==> src/pfd_pkg.sv <==
// Shared types, constants and helpers for the filtered-derivative PID block.
// No dependencies; every other file in src imports this package.
package pfd_pkg;

    localparam int DATA_WIDTH_DEF = 32;
    localparam int IO_WIDTH = 32;
    localparam int CFG_INDEX_WIDTH = 3;
    localparam int CFG_DATA_WIDTH = 32;
    localparam int LIMIT_WIDTH = 31;

    // Multiplier: one 16-bit digit of the A operand per cycle against a
    // 33-bit signed B operand (holds signed gains and unsigned 31-bit values).
    localparam int DIGIT = 16;
    localparam int B_WIDTH = 33;

    // Filter coefficients in Q0.16.
    localparam int COEF_NEW = 25166;
    localparam int COEF_OLD = 40305;

    // Each gain term is clamped to +-2^TERM_SHIFT before the final sum.
    localparam int TERM_SHIFT = 61;

    localparam logic [LIMIT_WIDTH-1:0] LIMIT_RESET = 31'd131072;
    localparam logic [LIMIT_WIDTH-1:0] STEP_RESET = 31'd65;

    localparam logic [CFG_INDEX_WIDTH-1:0] REG_GAIN_P = 3'd0;
    localparam logic [CFG_INDEX_WIDTH-1:0] REG_GAIN_I = 3'd1;
    localparam logic [CFG_INDEX_WIDTH-1:0] REG_GAIN_D = 3'd2;
    localparam logic [CFG_INDEX_WIDTH-1:0] REG_INTEGRAL_LIMIT = 3'd3;
    localparam logic [CFG_INDEX_WIDTH-1:0] REG_INTEGRAL_STEP = 3'd4;

    typedef struct packed {
        logic [IO_WIDTH-1:0]    gain_p;
        logic [IO_WIDTH-1:0]    gain_i;
        logic [IO_WIDTH-1:0]    gain_d;
        logic [LIMIT_WIDTH-1:0] integral_limit;
        logic [LIMIT_WIDTH-1:0] integral_step;
    } cfg_t;

    // Width of the rounded product (a*b + 2^15) >> 16 for an A operand of
    // a_width bits, after padding A to whole digits.
    function automatic int q_width(input int a_width);
        int nd;
        nd = (a_width + DIGIT - 1) / DIGIT;
        return nd * DIGIT + B_WIDTH - DIGIT;
    endfunction

endpackage

==> src/pfd_in_if.sv <==
// Input channel of the PID block: handshake plus one sample item.
// Depends on pfd_pkg for the field width.
interface pfd_in_if;
    import pfd_pkg::*;

    logic                       valid;
    logic                       ready;
    logic signed [IO_WIDTH-1:0] target;
    logic signed [IO_WIDTH-1:0] measured;
    logic                       clear_integrator;

    modport source (output valid, output target, output measured,
                    output clear_integrator, input ready);
    modport sink (input valid, input target, input measured,
                  input clear_integrator, output ready);
endinterface

==> src/pfd_out_if.sv <==
// Output channel of the PID block: handshake plus the controller drive item.
// Depends on pfd_pkg for the field width.
interface pfd_out_if;
    import pfd_pkg::*;

    logic                       valid;
    logic                       ready;
    logic signed [IO_WIDTH-1:0] drive;

    modport source (output valid, output drive, input ready);
    modport sink (input valid, input drive, output ready);
endinterface

==> src/pfd_mul.sv <==
// Digit-serial signed multiplier with Q16 rounding: q = (a*b + 2^15) >>> 16.
// Depends on pfd_pkg. After start the sequence is a load step, one step per digit
// and a rounding step, after which done rises.
module pfd_mul #(
    parameter int A_WIDTH = pfd_pkg::DATA_WIDTH_DEF + 1
) (
    input  logic                                              clk,
    input  logic                                              rst_n,
    input  logic                                              start,
    input  logic signed [A_WIDTH-1:0]                         a,
    input  logic signed [pfd_pkg::B_WIDTH-1:0]                b,
    output logic                                              done,
    output logic signed [pfd_pkg::q_width(A_WIDTH)-1:0]       q
);
    import pfd_pkg::*;

    localparam int ND = (A_WIDTH + DIGIT - 1) / DIGIT;
    localparam int AP = ND * DIGIT;
    localparam int PW = AP + B_WIDTH;
    localparam int QW = PW - DIGIT;
    localparam int CW = (ND > 1) ? $clog2(ND) : 1;
    localparam int ROUND_HALF = 1 << (DIGIT - 1);

    logic [AP-1:0]                 a_reg, a_next;
    logic signed [B_WIDTH-1:0]     b_reg, b_next;
    logic signed [PW-1:0]          acc_reg, acc_next;
    logic signed [QW-1:0]          q_reg, q_next;
    logic [CW-1:0]                 cnt_reg, cnt_next;
    logic                          busy_reg, busy_next;
    logic                          rnd_reg, rnd_next;
    logic                          done_reg, done_next;

    logic [DIGIT-1:0]              top_digit;
    logic signed [DIGIT:0]         digit_s;
    logic signed [DIGIT+B_WIDTH:0] prod;
    logic signed [PW-1:0]          rounded;

    // Horner order: the most significant digit (the only signed one) comes first.
    assign top_digit = a_reg[AP-1 -: DIGIT];
    assign digit_s = (cnt_reg == CW'(ND - 1)) ? {top_digit[DIGIT-1], top_digit}
                                              : {1'b0, top_digit};
    assign prod = digit_s * b_reg;
    assign rounded = acc_reg + PW'(ROUND_HALF);

    always_comb
    begin
        a_next = a_reg;
        b_next = b_reg;
        acc_next = acc_reg;
        q_next = q_reg;
        cnt_next = cnt_reg;
        busy_next = busy_reg;
        rnd_next = 1'b0;
        done_next = rnd_reg;
        if (rnd_reg)
        begin
            q_next = rounded[PW-1:DIGIT];
        end
        if (busy_reg)
        begin
            acc_next = (acc_reg <<< DIGIT) + PW'(prod);
            a_next = a_reg << DIGIT;
            cnt_next = cnt_reg - CW'(1);
            if (cnt_reg == '0)
            begin
                busy_next = 1'b0;
                rnd_next = 1'b1;
            end
        end
        else if (start)
        begin
            a_next = AP'(a);
            b_next = b;
            acc_next = '0;
            cnt_next = CW'(ND - 1);
            busy_next = 1'b1;
        end
    end

    always_ff @(posedge clk or negedge rst_n)
    begin
        if (!rst_n)
        begin
            cnt_reg <= '0;
            busy_reg <= 1'b0;
            rnd_reg <= 1'b0;
            done_reg <= 1'b0;
        end
        else
        begin
            cnt_reg <= cnt_next;
            busy_reg <= busy_next;
            rnd_reg <= rnd_next;
            done_reg <= done_next;
        end
    end

    always_ff @(posedge clk)
    begin
        a_reg <= a_next;
        b_reg <= b_next;
        acc_reg <= acc_next;
        q_reg <= q_next;
    end

    assign done = done_reg;
    assign q = q_reg;

endmodule

==> src/pfd_core.sv <==
// Sequencer and state of the PID channel: drives the shared multiplier through
// six products per item and applies saturation, filtering and clamping.
// Depends on pfd_pkg; works with pfd_mul.
module pfd_core #(
    parameter int DATA_WIDTH = pfd_pkg::DATA_WIDTH_DEF
) (
    input  logic                                              clk,
    input  logic                                              rst_n,
    input  pfd_pkg::cfg_t                                     cfg,
    input  logic                                              in_valid,
    output logic                                              in_ready,
    input  logic signed [pfd_pkg::IO_WIDTH-1:0]               target,
    input  logic signed [pfd_pkg::IO_WIDTH-1:0]               measured,
    input  logic                                              clear_integrator,
    output logic                                              out_valid,
    input  logic                                              out_ready,
    output logic signed [pfd_pkg::IO_WIDTH-1:0]               drive,
    output logic                                              mul_start,
    output logic signed [DATA_WIDTH:0]                        mul_a,
    output logic signed [pfd_pkg::B_WIDTH-1:0]                mul_b,
    input  logic                                              mul_done,
    input  logic signed [pfd_pkg::q_width(DATA_WIDTH+1)-1:0]  mul_q
);
    import pfd_pkg::*;

    localparam int AW = DATA_WIDTH + 1;
    localparam int QW = q_width(AW);
    localparam int SW = QW + 2;
    localparam int TW = (QW > 64) ? QW : 64;

    localparam logic signed [SW-1:0] SAT_MAX = {{(SW-DATA_WIDTH+1){1'b0}},
                                                {(DATA_WIDTH-1){1'b1}}};
    localparam logic signed [SW-1:0] SAT_MIN = ~SAT_MAX;
    localparam logic signed [TW-1:0] TERM_MAX = TW'(64'sd1 <<< TERM_SHIFT);
    localparam logic signed [TW-1:0] TERM_MIN = -TERM_MAX;
    localparam logic signed [63:0] OUT_MAX = (64'sd1 <<< (IO_WIDTH - 1)) - 64'sd1;
    localparam logic signed [63:0] OUT_MIN = ~OUT_MAX;

    typedef enum logic [3:0] {
        ST_IDLE  = 4'b0001,
        ST_ISSUE = 4'b0010,
        ST_WAIT  = 4'b0100,
        ST_OUT   = 4'b1000
    } state_t;

    typedef enum logic [2:0] {
        OP_DIFF,
        OP_FILT,
        OP_INTEG,
        OP_PROP,
        OP_DERIV,
        OP_INTGAIN
    } op_t;

    state_t                        state_reg, state_next;
    op_t                           op_reg, op_next;
    logic signed [DATA_WIDTH-1:0]  prev_err_reg, prev_err_next;
    logic signed [DATA_WIDTH-1:0]  filt_reg, filt_next;
    logic signed [DATA_WIDTH-1:0]  integ_reg, integ_next;
    logic signed [DATA_WIDTH-1:0]  err_reg, err_next;
    logic                          clr_reg, clr_next;
    logic signed [QW-1:0]          part_reg, part_next;
    logic signed [63:0]            acc_reg, acc_next;
    logic signed [IO_WIDTH-1:0]    drive_reg, drive_next;

    logic signed [IO_WIDTH:0]      diff_in;
    logic signed [SW-1:0]          lim;
    logic signed [SW-1:0]          integ_sum;
    logic signed [SW-1:0]          integ_clamped;
    logic signed [63:0]            out_sum;

    function automatic logic signed [DATA_WIDTH-1:0] sat_w(input logic signed [SW-1:0] x);
        logic signed [SW-1:0] y;
        y = x;
        if (x > SAT_MAX)
        begin
            y = SAT_MAX;
        end
        else if (x < SAT_MIN)
        begin
            y = SAT_MIN;
        end
        return y[DATA_WIDTH-1:0];
    endfunction

    function automatic logic signed [63:0] term(input logic signed [QW-1:0] x);
        logic signed [TW-1:0] y;
        y = TW'(x);
        if (y > TERM_MAX)
        begin
            y = TERM_MAX;
        end
        else if (y < TERM_MIN)
        begin
            y = TERM_MIN;
        end
        return y[63:0];
    endfunction

    assign diff_in = (IO_WIDTH+1)'(target) - (IO_WIDTH+1)'(measured);
    assign lim = SW'(signed'({1'b0, cfg.integral_limit}));

    // Integrator update: optional clear, add err*step, clamp to the limit.
    assign integ_sum = (clr_reg ? SW'(0) : SW'(integ_reg)) + SW'(mul_q);
    always_comb
    begin
        integ_clamped = integ_sum;
        if (integ_sum > lim)
        begin
            integ_clamped = lim;
        end
        else if (integ_sum < -lim)
        begin
            integ_clamped = -lim;
        end
    end

    assign out_sum = acc_reg + term(mul_q);

    // Operand selection for the product each step issues.
    always_comb
    begin
        case (op_reg)
            OP_DIFF:
            begin
                mul_a = AW'(err_reg) - AW'(prev_err_reg);
                mul_b = B_WIDTH'(COEF_NEW);
            end
            OP_FILT:
            begin
                mul_a = AW'(filt_reg);
                mul_b = B_WIDTH'(COEF_OLD);
            end
            OP_INTEG:
            begin
                mul_a = AW'(err_reg);
                mul_b = B_WIDTH'({1'b0, cfg.integral_step});
            end
            OP_PROP:
            begin
                mul_a = AW'(err_reg);
                mul_b = B_WIDTH'(signed'(cfg.gain_p));
            end
            OP_DERIV:
            begin
                mul_a = AW'(filt_reg);
                mul_b = B_WIDTH'(signed'(cfg.gain_d));
            end
            OP_INTGAIN:
            begin
                mul_a = AW'(integ_reg);
                mul_b = B_WIDTH'(signed'(cfg.gain_i));
            end
            default:
            begin
                mul_a = '0;
                mul_b = '0;
            end
        endcase
    end

    always_comb
    begin
        state_next = state_reg;
        op_next = op_reg;
        prev_err_next = prev_err_reg;
        filt_next = filt_reg;
        integ_next = integ_reg;
        err_next = err_reg;
        clr_next = clr_reg;
        part_next = part_reg;
        acc_next = acc_reg;
        drive_next = drive_reg;
        case (state_reg)
            ST_IDLE:
            begin
                if (in_valid)
                begin
                    err_next = sat_w(SW'(diff_in));
                    clr_next = clear_integrator;
                    op_next = OP_DIFF;
                    state_next = ST_ISSUE;
                end
            end
            ST_ISSUE:
            begin
                state_next = ST_WAIT;
            end
            ST_WAIT:
            begin
                if (mul_done)
                begin
                    state_next = ST_ISSUE;
                    case (op_reg)
                        OP_DIFF:
                        begin
                            part_next = mul_q;
                            op_next = OP_FILT;
                        end
                        OP_FILT:
                        begin
                            filt_next = sat_w(SW'(part_reg) + SW'(mul_q));
                            prev_err_next = err_reg;
                            op_next = OP_INTEG;
                        end
                        OP_INTEG:
                        begin
                            integ_next = sat_w(integ_clamped);
                            op_next = OP_PROP;
                        end
                        OP_PROP:
                        begin
                            acc_next = term(mul_q);
                            op_next = OP_DERIV;
                        end
                        OP_DERIV:
                        begin
                            acc_next = out_sum;
                            op_next = OP_INTGAIN;
                        end
                        OP_INTGAIN:
                        begin
                            if (out_sum > OUT_MAX)
                            begin
                                drive_next = OUT_MAX[IO_WIDTH-1:0];
                            end
                            else if (out_sum < OUT_MIN)
                            begin
                                drive_next = OUT_MIN[IO_WIDTH-1:0];
                            end
                            else
                            begin
                                drive_next = out_sum[IO_WIDTH-1:0];
                            end
                            state_next = ST_OUT;
                        end
                        default:
                        begin
                            state_next = ST_IDLE;
                        end
                    endcase
                end
            end
            ST_OUT:
            begin
                if (out_ready)
                begin
                    state_next = ST_IDLE;
                end
            end
            default:
            begin
                state_next = ST_IDLE;
            end
        endcase
    end

    always_ff @(posedge clk or negedge rst_n)
    begin
        if (!rst_n)
        begin
            state_reg <= ST_IDLE;
            op_reg <= OP_DIFF;
            prev_err_reg <= '0;
            filt_reg <= '0;
            integ_reg <= '0;
        end
        else
        begin
            state_reg <= state_next;
            op_reg <= op_next;
            prev_err_reg <= prev_err_next;
            filt_reg <= filt_next;
            integ_reg <= integ_next;
        end
    end

    always_ff @(posedge clk)
    begin
        err_reg <= err_next;
        clr_reg <= clr_next;
        part_reg <= part_next;
        acc_reg <= acc_next;
        drive_reg <= drive_next;
    end

    assign in_ready = (state_reg == ST_IDLE);
    assign out_valid = (state_reg == ST_OUT);
    assign drive = drive_reg;
    assign mul_start = (state_reg == ST_ISSUE);

endmodule

==> src/pid_filtered_derivative_top.sv <==
// Top level of the filtered-derivative PID channel: configuration registers,
// sequencer core and the shared digit-serial multiplier.
// Depends on pfd_pkg, pfd_in_if, pfd_out_if, pfd_mul and pfd_core.
//
//   channel    direction  contents
//   in_chan    sink       target, measured, clear_integrator
//   out_chan   source     drive
//   cfg_*      write      cfg_write_en, cfg_index, cfg_data
//
// An item runs the six products in turn through the shared multiplier; each product
// passes an issue, a load, one step per 16-bit digit, a rounding and a done step.
// The input is ready only while no item is in work, so a new item is accepted only
// after the previous result is taken; a result holds in its output register until
// taken. Reset clears the filter and integrator state and loads the register defaults.
module pid_filtered_derivative_top #(
    parameter int DATA_WIDTH = pfd_pkg::DATA_WIDTH_DEF
) (
    input  logic                                   clk,
    input  logic                                   rst_n,
    input  logic                                   cfg_write_en,
    input  logic [pfd_pkg::CFG_INDEX_WIDTH-1:0]    cfg_index,
    input  logic [pfd_pkg::CFG_DATA_WIDTH-1:0]     cfg_data,
    pfd_in_if.sink                                 in_chan,
    pfd_out_if.source                              out_chan
);
    import pfd_pkg::*;

    localparam int AW = DATA_WIDTH + 1;
    localparam int QW = q_width(AW);

    cfg_t                       cfg_reg;
    logic                       mul_start;
    logic signed [AW-1:0]       mul_a;
    logic signed [B_WIDTH-1:0]  mul_b;
    logic                       mul_done;
    logic signed [QW-1:0]       mul_q;

    always_ff @(posedge clk or negedge rst_n)
    begin
        if (!rst_n)
        begin
            cfg_reg.gain_p <= '0;
            cfg_reg.gain_i <= '0;
            cfg_reg.gain_d <= '0;
            cfg_reg.integral_limit <= LIMIT_RESET;
            cfg_reg.integral_step <= STEP_RESET;
        end
        else if (cfg_write_en)
        begin
            case (cfg_index)
                REG_GAIN_P:         cfg_reg.gain_p <= cfg_data;
                REG_GAIN_I:         cfg_reg.gain_i <= cfg_data;
                REG_GAIN_D:         cfg_reg.gain_d <= cfg_data;
                REG_INTEGRAL_LIMIT: cfg_reg.integral_limit <= cfg_data[LIMIT_WIDTH-1:0];
                REG_INTEGRAL_STEP:  cfg_reg.integral_step <= cfg_data[LIMIT_WIDTH-1:0];
                default:            ;
            endcase
        end
    end

    pfd_core #(
        .DATA_WIDTH(DATA_WIDTH)
    ) u_core (
        .clk              (clk),
        .rst_n            (rst_n),
        .cfg              (cfg_reg),
        .in_valid         (in_chan.valid),
        .in_ready         (in_chan.ready),
        .target           (in_chan.target),
        .measured         (in_chan.measured),
        .clear_integrator (in_chan.clear_integrator),
        .out_valid        (out_chan.valid),
        .out_ready        (out_chan.ready),
        .drive            (out_chan.drive),
        .mul_start        (mul_start),
        .mul_a            (mul_a),
        .mul_b            (mul_b),
        .mul_done         (mul_done),
        .mul_q            (mul_q)
    );

    pfd_mul #(
        .A_WIDTH(AW)
    ) u_mul (
        .clk   (clk),
        .rst_n (rst_n),
        .start (mul_start),
        .a     (mul_a),
        .b     (mul_b),
        .done  (mul_done),
        .q     (mul_q)
    );

endmodule
==> src/flat_wrapper.sv <==
// flat-port wrapper written by rule: the top's interface ports become plain ports
module pid_filtered_derivative_top_flat import pfd_pkg::*;
#(
    parameter int DATA_WIDTH = pfd_pkg::DATA_WIDTH_DEF
)
  (clk, rst_n, cfg_write_en, cfg_index, cfg_data, in_chan_valid, in_chan_target, in_chan_measured, in_chan_clear_integrator, in_chan_ready, out_chan_valid, out_chan_drive, out_chan_ready);
  pfd_in_if in_chan_i ();
  pfd_out_if out_chan_i ();
  input  logic clk;
  input  logic rst_n;
  input  logic cfg_write_en;
  input  logic [pfd_pkg::CFG_INDEX_WIDTH-1:0] cfg_index;
  input  logic [pfd_pkg::CFG_DATA_WIDTH-1:0] cfg_data;
  input wire logic [$bits(in_chan_i.valid)-1:0] in_chan_valid;
  input wire logic [$bits(in_chan_i.target)-1:0] in_chan_target;
  input wire logic [$bits(in_chan_i.measured)-1:0] in_chan_measured;
  input wire logic [$bits(in_chan_i.clear_integrator)-1:0] in_chan_clear_integrator;
  output wire logic [$bits(in_chan_i.ready)-1:0] in_chan_ready;
  output wire logic [$bits(out_chan_i.valid)-1:0] out_chan_valid;
  output wire logic [$bits(out_chan_i.drive)-1:0] out_chan_drive;
  input wire logic [$bits(out_chan_i.ready)-1:0] out_chan_ready;
  assign in_chan_i.valid = in_chan_valid;
  assign in_chan_i.target = in_chan_target;
  assign in_chan_i.measured = in_chan_measured;
  assign in_chan_i.clear_integrator = in_chan_clear_integrator;
  assign in_chan_ready = in_chan_i.ready;
  assign out_chan_valid = out_chan_i.valid;
  assign out_chan_drive = out_chan_i.drive;
  assign out_chan_i.ready = out_chan_ready;
  pid_filtered_derivative_top #(.DATA_WIDTH(DATA_WIDTH)) u_core (.clk(clk), .rst_n(rst_n), .cfg_write_en(cfg_write_en), .cfg_index(cfg_index), .cfg_data(cfg_data), .in_chan(in_chan_i), .out_chan(out_chan_i));
endmodule
==> config.mk <==
export PLATFORM = sky130hd
export DESIGN_NAME = pid_filtered_derivative_top_flat
export DESIGN_NICKNAME = d
export VERILOG_FILES = /design/src/pfd_pkg.sv /design/src/pfd_in_if.sv /design/src/pfd_out_if.sv /design/src/pfd_mul.sv /design/src/pfd_core.sv /design/src/pid_filtered_derivative_top.sv /design/src/flat_wrapper.sv
export SDC_FILE = /design/constraint.sdc
export NUM_CORES = 2
export LEC_CHECK = 0
export BUFFER_PORTS_ARGS = -buffer_cell sky130_fd_sc_hd__buf_2
export CAP_MARGIN = 20
export CORE_ASPECT_RATIO = 1.5
export CORE_MARGIN = 1.5
export CORE_UTILIZATION = 35
export CTS_CLUSTER_DIAMETER = 30
export DETAILED_ROUTE_END_ITERATION = 8
export SYNTH_ARGS = -nofsm -noshare
export SYNTH_HDL_FRONTEND = slang
export SYNTH_SLANG_ARGS = --single-unit
==> constraint.sdc <==
create_clock -name clk -period 8.1 [get_ports clk]
set_clock_uncertainty 0.2 [all_clocks]
set_input_delay 1.215 -clock clk [delete_from_list [all_inputs] [get_ports clk]]
set_output_delay 1.215 -clock clk [all_outputs]
set_load 0.05 [all_outputs]
==> results by group <==
Floorplanning
  • Die Wd: 377 um
  • DIE AREA: 0.212 sq mm
  • Core ar.: 0.208 sq mm
  • Die H: 563 um
  • Initial Util: 0.352
  • I/O pins: 139
  • Num rows: 205

Logic synthesis
  • Commonest register cell after synthesis: edfxtp_1
  • Mapped Area: 0.0732 sq mm
  • Count of different cell masters after synthesis: 91
  • Syn Nets: 9116
  • Average size of a mapped cell: 9.50 sq um
  • Seq/Total Area, Yosys: 0.261
  • Number of synthesis warnings: 0
  • Gate Count Post-Synth: 7710
  • Ys async rst share: 0.388
  • Post-synthesis sequential element count: 686
  • Post-synth EDFFs: 404

Critical path
  • Worst reg2reg startpoint: u_core.u_mul.cnt_reg[0]
  • CP Capture Type: register
  • Crit start category: register
  • Largest stage delay, worst path: 0.58 ns
  • R2R cell count: 31
  • Slowest CP cell: fa_1
  • Worst EP arrival: 8.20 ns
  • CP Max Fanout: 8
  • Crit path top cell by count: fa_1
  • Reg-to-reg slack, setup: 0.19 ns
  • Critical register-to-register path endpoint: u_core.u_mul.acc_reg[69]
  • Critical path required time: 8.40 ns
  • Setup CP Type: reg2reg

Hold path
  • Worst Hold Path EP: u_core.u_mul.a_reg[3]
  • HP Class: reg2reg
  • Min-delay src: u_core.u_mul.a_reg[3]
  • WHS Path Cells: 2

Global routing
  • Initial antenna violation count: 31
  • Pin count of the biggest net entering global routing: 160
  • Overflow after GRT: 0
  • GR Util All Layers: 0.239
  • Vias in the first global route: 64872
  • First-pass GRT wire length: 386000 um

STA
  • Tightest Pin Transition: 1.07 ns
  • Slew Limit Fails: 0
  • Fmax: 0.126 GHz
  • Period minus WS final: 7.91 ns
  • RSZ-0062 raised after global routing: true
  • Tcrit/Tclk final: 0.976
  • Setup violators final: 0
  • Final Hold Fails: 0
  • Slew headroom: 0.289

Layout
  • Most frequent cells in the layout: inv_1 (949), nand2_1 (760), fa_1 (714)
  • Non-Filler Instances: 11107
  • Filler Cells Inserted: 20209
  • Commonest non-fill, non-tap cell in the layout: inv_1
  • Max reg flops: 158
  • Nets: 9573
  • Area Growth Syn to Fin: 18.7%
  • Share of layout cells above drive strength 1: 0.162

Route
  • M1 WL: 92400 um
  • Wire per inst: 23.0 um
  • Met2 routed WL: 133000 um
  • DR vias/cell: 5.44
  • DRC Markers: 0
  • Final WL: 255000 um
  • First DRT Iteration DRCs: 3652
  • Routed length on met3: 11300 um
  • Highest Signal Layer: met5
  • Post-route ant nets: 0
  • DRT Pass-1 Iters: 6
  • Routed vias: 60474

Clock network
  • Clk buf depth: 3
  • Clk pin slew, worst setup/hold paths: 0.06 ns
  • Hold_buf cts: 0
  • H-Tree Depth: 4
  • Total CTS buffers: 156
  • CTS tree: done
  • Clock Tree Root: clkbuf_16
  • Clock Latency Late Sink: 0.80 ns
  • Sink Count: 686

Placed design
  • Post-detail-place hpwl: 207000 um
  • Global placement routability congestion: 0.977
  • Placed cell count: 10752
  • Port Buffers: 138

Flow run
  • MaxCap Viol Count: 0

Run status
  • Status: complete, no violations
==> how the worst max path moves through the flow <==
stage                                  startpoint                  endpoint  slack, ns  cells after the start
after floorplan            u_core.u_mul.b_reg[31]  u_core.u_mul.acc_reg[75]      -0.05                     26
after global placement          u_core.u_mul.q[9]   u_core.u_core.drive[11]      -0.87                     24
after detailed placement        u_core.u_mul.q[9]   u_core.u_core.drive[11]      -0.82                     24
after CTS                 u_core.u_mul.cnt_reg[0]  u_core.u_mul.acc_reg[76]      0.002                     32
after global routing      u_core.u_mul.cnt_reg[0]  u_core.u_mul.acc_reg[74]      -0.05                     28
final                     u_core.u_mul.cnt_reg[0]  u_core.u_mul.acc_reg[69]       0.19                     31
==> per-layer routing <==
metal  vias up  global-route usage
li1      27473                   -
met1     30433               0.255
met2      1814               0.443
met3       732              0.0318
met4        22               0.148
met5         -                   0
==> what timing repair did <==
| action | in CTS | in global routing |
|---|---|---|
| pin swaps | 57 | 110 |
| endpoints found under the setup margin | 52 | 56 |
| setup buffers | 34 | 18 |
| resized for setup | 54 | 91 |
==> stage by stage <==
stage | TNS [ns] | hold slack (ns) | utilization | setup WS (ns) | area, sq um
floorplan | -0.0523 | 0.225 | - | -0.0523 | 73300
global placement | -28.53 | 0.245 | 0.385 | -0.868 | 80200
detailed placement | -27.44 | 0.246 | 0.385 | -0.823 | 80200
CTS | 0 | 0.258 | 0.415 | 0.00208 | 86300
global route | -0.222 | 0.283 | 0.418 | -0.0497 | 86900
finish | 0 | 0.256 | 0.418 | 0.191 | 86900
==> area by class of cell <==
cell class                 count  area, sq um  share of cell area
inverter                     957         3600              0.0414
clock buffer                 176         4170              0.0479
clock inverter               118         1440              0.0165
antenna                       10         25.0            0.000288
sequential                   686        19100               0.220
multi-input combinational   5750        50200               0.577
timing repair buffer         616         4890              0.0562
tap                         2794         3500              0.0402
==> cells by family (layout without fill, tap and decap cells) <==
kind of cell / Yosys count / count (layout) / synth area share
AOI/OAI and AO/OA: 1637 / 1637 / 0.145
xor gates and xnor gates: 372 / 372 / 0.0445
adders and majority gates: 1304 / 1304 / 0.298
buffers and inverters: 1274 / 1867 / 0.0655
DFF: 686 / 686 / 0.261
muxes: 275 / 275 / 0.0415
other: 0 / 10 / 0
and+or+nand+nor: 2162 / 2162 / 0.144
==> critical path: cells and delay by family, from the launching register on <==
kind                     cells  cell delay, ns
AO/OA/AOI/OAI               11            2.07
flip-flops                   1            0.39
buffers and inverters        7            0.86
adder cells (fa/ha/maj)      8            3.43
AND/OR/NAND/NOR              4            0.46
XOR/XNOR                     1            0.17
==> cells in the mapped netlist, types with 16 or more instances <==
cell type | count | area (sq um)
a2111oi_0 | 17 | 149
a211oi_1 | 66 | 495
a21o_1 | 238 | 1790
a21oi_1 | 417 | 2090
a221o_1 | 35 | 350
a221oi_1 | 36 | 315
a22oi_1 | 44 | 330
a31oi_1 | 43 | 269
and2_1 | 302 | 1890
and3_1 | 62 | 388
buf_1 | 19 | 71.3
clkbuf_1 | 291 | 1090
dfrtp_1 | 262 | 6560
dfxtp_1 | 16 | 320
edfxtp_1 | 404 | 12100
fa_1 | 734 | 14700
ha_1 | 567 | 7090
inv_1 | 955 | 3580
mux2_2 | 228 | 2570
mux2i_1 | 47 | 470
nand2_1 | 763 | 2860
nand2b_1 | 39 | 244
nand3_1 | 147 | 736
nand4_1 | 90 | 563
nor2_1 | 361 | 1360
nor2b_1 | 77 | 482
nor3_1 | 111 | 556
nor4_1 | 46 | 288
o211ai_1 | 30 | 225
o21a_1 | 51 | 383
o21ai_0 | 357 | 1790
o21bai_1 | 62 | 465
o221ai_1 | 16 | 140
o22ai_1 | 50 | 313
o31ai_1 | 30 | 225
or2_2 | 52 | 325
or3_1 | 33 | 206
xnor2_1 | 254 | 2220
xor2_1 | 118 | 1030
Power is left out: the tool's default activity adds up to more than one toggle a clock period on the data nets, which glitch-free logic cannot reach.
